[config.mk]
export PLATFORM = sky130hd
export DESIGN_NAME = sbc_div_cell
export DESIGN_NICKNAME = d
export VERILOG_FILES = /design/src/rtl/sbc_pkg.sv /design/src/rtl/sbc_div_cell.sv
export SDC_FILE = /design/constraint.sdc
export NUM_CORES = 1
export LEC_CHECK = 0
export BUFFER_PORTS_ARGS = -buffer_cell sky130_fd_sc_hd__buf_4
export CORE_AREA = 2 2 201 203
export DETAILED_ROUTE_END_ITERATION = 7
export DIE_AREA = 0 0 203 205
export SLEW_MARGIN = 0
export SYNTH_ARGS = -nofsm -noshare
export SYNTH_HDL_FRONTEND = slang
export SYNTH_SLANG_ARGS = --single-unit
[constraint.sdc]
create_clock -name clk -period 1.5 [get_ports clk]
set_input_delay 0.15 -clock clk [delete_from_list [all_inputs] [get_ports clk]]
set_output_delay 0.15 -clock clk [all_outputs]
set_load 0.005 [all_outputs]
[src/rtl/sbc_pkg.sv]
// ----------------------------------------------------------------------------
// sbc_pkg: shared types for the swept box collision response unit
// Lane and sideband records handed from cell to cell along the divider chain.
// ----------------------------------------------------------------------------
`default_nettype none
package sbc_pkg;
    localparam int QBITS    = 24;   // quotient bits, one per divider cell
    localparam int DIVW     = 25;   // |relative speed| fits 25 bits
    localparam int SPDW     = 25;   // relative speed, signed
    localparam int COORDW   = 24;
    localparam int TIMEW    = 24;

    localparam logic [TIMEW-1:0] TICK_RESET = 24'd65536;
    localparam logic [TIMEW-1:0] TIME_MAX   = 24'hFFFFFF;

    // one divider lane: remainder, divisor, partial quotient, saturation mark
    typedef struct packed {
        logic [DIVW-1:0]  rem;
        logic [DIVW-1:0]  dvs;
        logic [QBITS-1:0] quo;
        logic             sat;
    } sbc_lane_t;

    // item data that rides along the chain
    typedef struct packed {
        logic signed [COORDW-1:0] own_left;
        logic signed [COORDW-1:0] own_top;
        logic signed [SPDW-1:0]   dvx;
        logic signed [SPDW-1:0]   dvy;
        logic                     hit;
        logic                     move_x;
        logic                     move_y;
        logic [1:0]               flag_x;   // [0] right, [1] left
        logic [1:0]               flag_y;   // [0] floor, [1] ceiling
    } sbc_side_t;
endpackage
`default_nettype wire

[src/rtl/sbc_div_cell.sv]
// ----------------------------------------------------------------------------
// sbc_div_cell: one restoring division step for both axes
// Resolves one quotient bit per lane and hands the item to the next cell.
// ----------------------------------------------------------------------------
`default_nettype none
module sbc_div_cell (
    input  wire                 clk,
    input  wire                 rst_n,
    input  wire                 en,
    input  wire                 vld_in,
    input  sbc_pkg::sbc_lane_t  lx_in,
    input  sbc_pkg::sbc_lane_t  ly_in,
    input  sbc_pkg::sbc_side_t  side_in,
    output logic                vld_out,
    output sbc_pkg::sbc_lane_t  lx_out,
    output sbc_pkg::sbc_lane_t  ly_out,
    output sbc_pkg::sbc_side_t  side_out
);
    import sbc_pkg::*;

    logic      vld_reg;
    sbc_lane_t lx_reg, lx_next, ly_reg, ly_next;
    sbc_side_t side_reg;

    function automatic sbc_lane_t step(input sbc_lane_t l);
        sbc_lane_t  o;
        logic [DIVW:0] r2;
        o  = l;
        r2 = {l.rem, 1'b0};
        if (r2 >= {1'b0, l.dvs})
        begin
            o.rem = DIVW'(r2 - {1'b0, l.dvs});
            o.quo = {l.quo[QBITS-2:0], 1'b1};
        end
        else
        begin
            o.rem = r2[DIVW-1:0];
            o.quo = {l.quo[QBITS-2:0], 1'b0};
        end
        return o;
    endfunction

    assign lx_next = step(lx_in);
    assign ly_next = step(ly_in);

    always_ff @(posedge clk or negedge rst_n)
    begin
        if (!rst_n)
            vld_reg <= 1'b0;
        else if (en)
            vld_reg <= vld_in;
    end

    always_ff @(posedge clk)
    begin
        if (en)
        begin
            lx_reg   <= lx_next;
            ly_reg   <= ly_next;
            side_reg <= side_in;
        end
    end

    assign vld_out  = vld_reg;
    assign lx_out   = lx_reg;
    assign ly_out   = ly_reg;
    assign side_out = side_reg;
endmodule
`default_nettype wire

==> After elaboration in Yosys (flattened, before gate mapping) <==
Index checks and enable logic that the tools add are counted.
Widths: inputs -> output; s select.
{ "classes": {"add_sub_neg": 2, "n_mux": 4, "n_lt_le_gt_ge": 2} }
{ "ops": {"columns": ["operator", "n"], "rows": [
  ["$ge 26x25->1", 2],
  ["$mux 25", 2],
  ["$sub 25x25->25", 2],
  ["$mux 1", 2]
]} }
{ "word_totals": {"register_bits": 256, "out_inout_bits": 256, "in_bits": 259, "word_cells": 28} }

==> Depth between registers and ports, before layout <==
{ "depth": {"depth_word": 2, "mapped_depth": 14, "ltp_nobuf": 11} }

==> Worst setup path before layout <==
Ideal clock, no wire load.
{ "synth_timing": {"path_type": "input-to-reg", "from": "input port ly_in[30] in the netlist's numbering", "to": "register ly_reg, in the netlist ly_out[53], data pin", "path_buffers": 1, "path_stages": 11, "setup_time_ps": 262, "t_arrival_ps": 2337, "required_time_ps": 1238, "slack_ps": -1099, "cell_sequence": "inv_1 > ha_1 > a21o_1 > or3_1 > o221a_2 > o21a_1 > o21ai_1 > and3_1 > inv_2 > buf_2 > mux2_1"} }
{ "synth_lines": {"columns": ["element", "line", "text"], "rows": [
  ["from (decl)", "sbc_div_cell.sv:12", "input sbc_pkg::sbc_lane_t ly_in,"],
  ["to (signal assigned)", "sbc_div_cell.sv:59", "ly_reg <= ly_next;"],
  ["to (decl)", "sbc_div_cell.sv:22", "sbc_lane_t lx_reg, lx_next, ly_reg, ly_next;"]
]} }

==> run_results.csv <==
group,metric,value,unit
pwr,power.density,1000,mW/mm^2
grt,antenna_found_initial,4,
sta,setup_slack,-0.464,ns
yosys,yosysWarnings,0,
place,gp_congestion,0.864,
final_layout,final_cells,2309,
grt,track_usage,0.186,
yosys,synthDistinctLibCells,62,
sta,max_freq,509,MHz
setup_path,cp-startpoint,"ly_in[30]",
grt,grt_max_degree,46,
yosys,syn_inst,774,
setup_path,critPathArrivalTime,2.29,ns
sta,final.min_clock_period,1.96,ns
detailed_routing,wire_per_inst,17.8,um
setup_path,critical_path.max_fanout,4,
die,fp.coreArea,0.0394,sq mm
worst_hold_path,min-delay-start,"ly_in[71]",
setup_path,worstSetupPathType,"in -> reg",
status,outcome,"finished with violations",
detailed_routing,drcViolationCount,0,
final_layout,nets,2068,
cts,root_buffer,"clkbuf_16",
yosys,synth_area,0.0111,sq mm
sta,fin_crit_sh,1.31,
sta,rsz0062_at_grt,"true",
setup_path,start_kind,"primary input",
final_layout,stdcell_area,0.0220,sq mm
setup_path,r2r_cells,1,
yosys,synth_fp_nets,1085,
place,hpwl,28900,um
yosys,synth_top_flop_cell,"edfxtp_1",
yosys,synth_edf_count,255,
detailed_routing,ant_nets,0,
status,violations,"negative setup slack",
final_layout,synthToLayoutAreaGrowth,98.7,%
die,initial_core_util,0.281,
yosys,synth.most_common_cell,"edfxtp_1",
sta,finalSetupTns,-18.64,ns
cts,clk_latency,0.57,ns
yosys,yosys-top-cells-count,"255 x edfxtp_1, 65 x a21oi_1, 64 x inv_1",
yosys,ys_ff_latch,256,
sta,fin_skew,0,ns
die,die_y,205,um
detailed_routing,drtIter0Drc,427,
setup_path,crit_path_top_delay_cell,"or3_1",
cts,cts_sinks,256,
place,place_inst,1976,
yosys,synth_area_per_cell,14.3,sq um
die,io_pins,515,
place,io_buffers,512,
sta,hold_viol_final,0,
cts,cts_buffers,30,
detailed_routing,dr.pass1.iters,5,
worst_hold_path,holdPathStages,4,
die,die-area,0.0416,sq mm
cts,clkSlewWorstSetupHoldPaths,0.06,ns
setup_path,reg2reg_from,"vld_out$_DFFE_PN0P_",
die,placementRows,73,
yosys,ys_top_cells_by_area,"edfxtp_1 69%, ha_1 5.7%, a21oi_1 2.9%, inv_1 2.2%, nor2_1 1.9%",
cts,htreeDepth,1,
yosys,yosys.area.top_type,"edfxtp_1",
place,place_area,0.0172,sq mm
grt,grt_pass1_wl,60400,um
worst_hold_path,hp-class,"in -> reg",
cts,cts_max_path_buffers,3,
flow_run,cap_violations,0,
setup_path,max_stage_delay,0.32,ns
pwr,p_leak,9.50,nW
final_layout,fillerInstances,3147,
pwr,total_power,22.0,mW
place,dp_slack,-1.19,ns
die,die_w,203,um
sta,slew-limit-headroom,0.709,
sta,whs,0.0446,ns
detailed_routing,wirelength,41100,um
grt,overflow,0,
final_layout,final_util,0.558,
setup_path,path_cells,"buf_8, inv_4, ha_4, a21o_1, or3_1, o221a_4, o21a_1, o21ai_1, and3_4, inv_6, buf_8, and4_1, a21o_1",
detailed_routing,vias_per_cell,4.46,
yosys,ys_seq_area_frac,0.695,
yosys,async_flop_share,0.00391,
cts,cts_tree,"done",
setup_path,endpoint_kind,"flop",
grt,grt_pass1_vias,10900,
pwr,ir_drop,0.819,mV
sta,tightestPinTransition,0.433,ns
sta,setup_violations,52,
sta,maxSlewViolCount,0,
yosys,yosysTopAreaCellShare,0.693,
detailed_routing,vias,10300,
final_layout,drive_gt1_frac,0.523,
setup_path,critical_path_required,1.82,ns
[power breakdown]
group,switching [mW],internal [mW]
Sequential,0.215,8.68
Clock,3.07,4.71
Combinational,2.18,3.16
[logic make-up (layout without fill, tap and decap cells)]
| group | after synthesis | after routing | share of synthesized area |
|---|---|---|---|
| other | 0 | 3 | 0 |
| AND/OR/NAND/NOR | 162 | 162 | 0.0698 |
| multiplexers | 18 | 18 | 0.0183 |
| XOR/XNOR | 35 | 35 | 0.0277 |
| flip-flops | 256 | 256 | 0.695 |
| adder cells (fa/ha/maj) | 52 | 52 | 0.0602 |
| AO/OA/AOI/OAI | 172 | 172 | 0.101 |
| buffers and inverters | 79 | 1086 | 0.0280 |
[layout by cell type (no fill, tap or decap), types with 20 or more instances in the layout]
master / n
buf_4: 662
ha_1: 28
dlygate4sd3_1: 253
nand2_1: 36
a21oi_1: 36
edfxtp_1: 255
a21oi_2: 26
ha_4: 20
clkbuf_16: 30
nor2_1: 28
nor2_4: 21
inv_1: 46
buf_6: 25
[sequential cells by signal (all words and copies together) (netlist names)]
register,count
ly_out,75
lx_out,75
side_out,105
vld_out,1
[layer usage]
layer,vias to the layer above,wire length [um],global-route usage
met5,-,13,0
met4,2,1290,0.0652
met3,82,3150,0.0544
met2,366,20800,0.327
met1,4962,15900,0.217
li1,4888,-,-
[timing repair]
item	4_1_cts	5_1_grt
endpoints found under the hold margin	271	0
setup endpoints to repair	52	52
cloned	3	0
resized for setup	150	77
buffers inserted	21	3
hold buffers	253	0
pin swaps	49	42
[final timing paths]
| kind | to | slack [ns] |
|---|---|---|
| setup / recovery | ly_out[67]$_DFFE_PP_ | -0.46 |
| hold / removal | ly_out[72]$_DFFE_PP_ | 0.04 |
| setup reg to reg | vld_out$_DFFE_PN0P_ | 0.76 |
| hold reg to reg | vld_out$_DFFE_PN0P_ | 0.51 |
| max in group asynchronous | vld_out$_DFFE_PN0P_ | 0.97 |
| min in group asynchronous | vld_out$_DFFE_PN0P_ | 0.43 |
[critical path, delay by kind of cell]
| kind | cells | cell delay (ns) |
|---|---|---|
| AOI/OAI and AO/OA | 5 | 0.90 |
| and+or+nand+nor | 3 | 0.70 |
| buffers and inverters | 4 | 0.33 |
| adders and majority gates | 1 | 0.19 |
[layout make-up]
class,instances,area [sq um],share of cell area
Timing Repair Buffer,965,8230,0.375
Sequential cell,256,7680,0.350
Multi-Input combinational cell,439,4060,0.185
Clock buffer,35,769,0.0350
Tap cell,525,657,0.0299
Clock inverter,21,280,0.0128
Inverter,65,274,0.0125
Antenna cell,3,7.51,0.000342
Note: power is estimated with default switching activity, not from simulation.
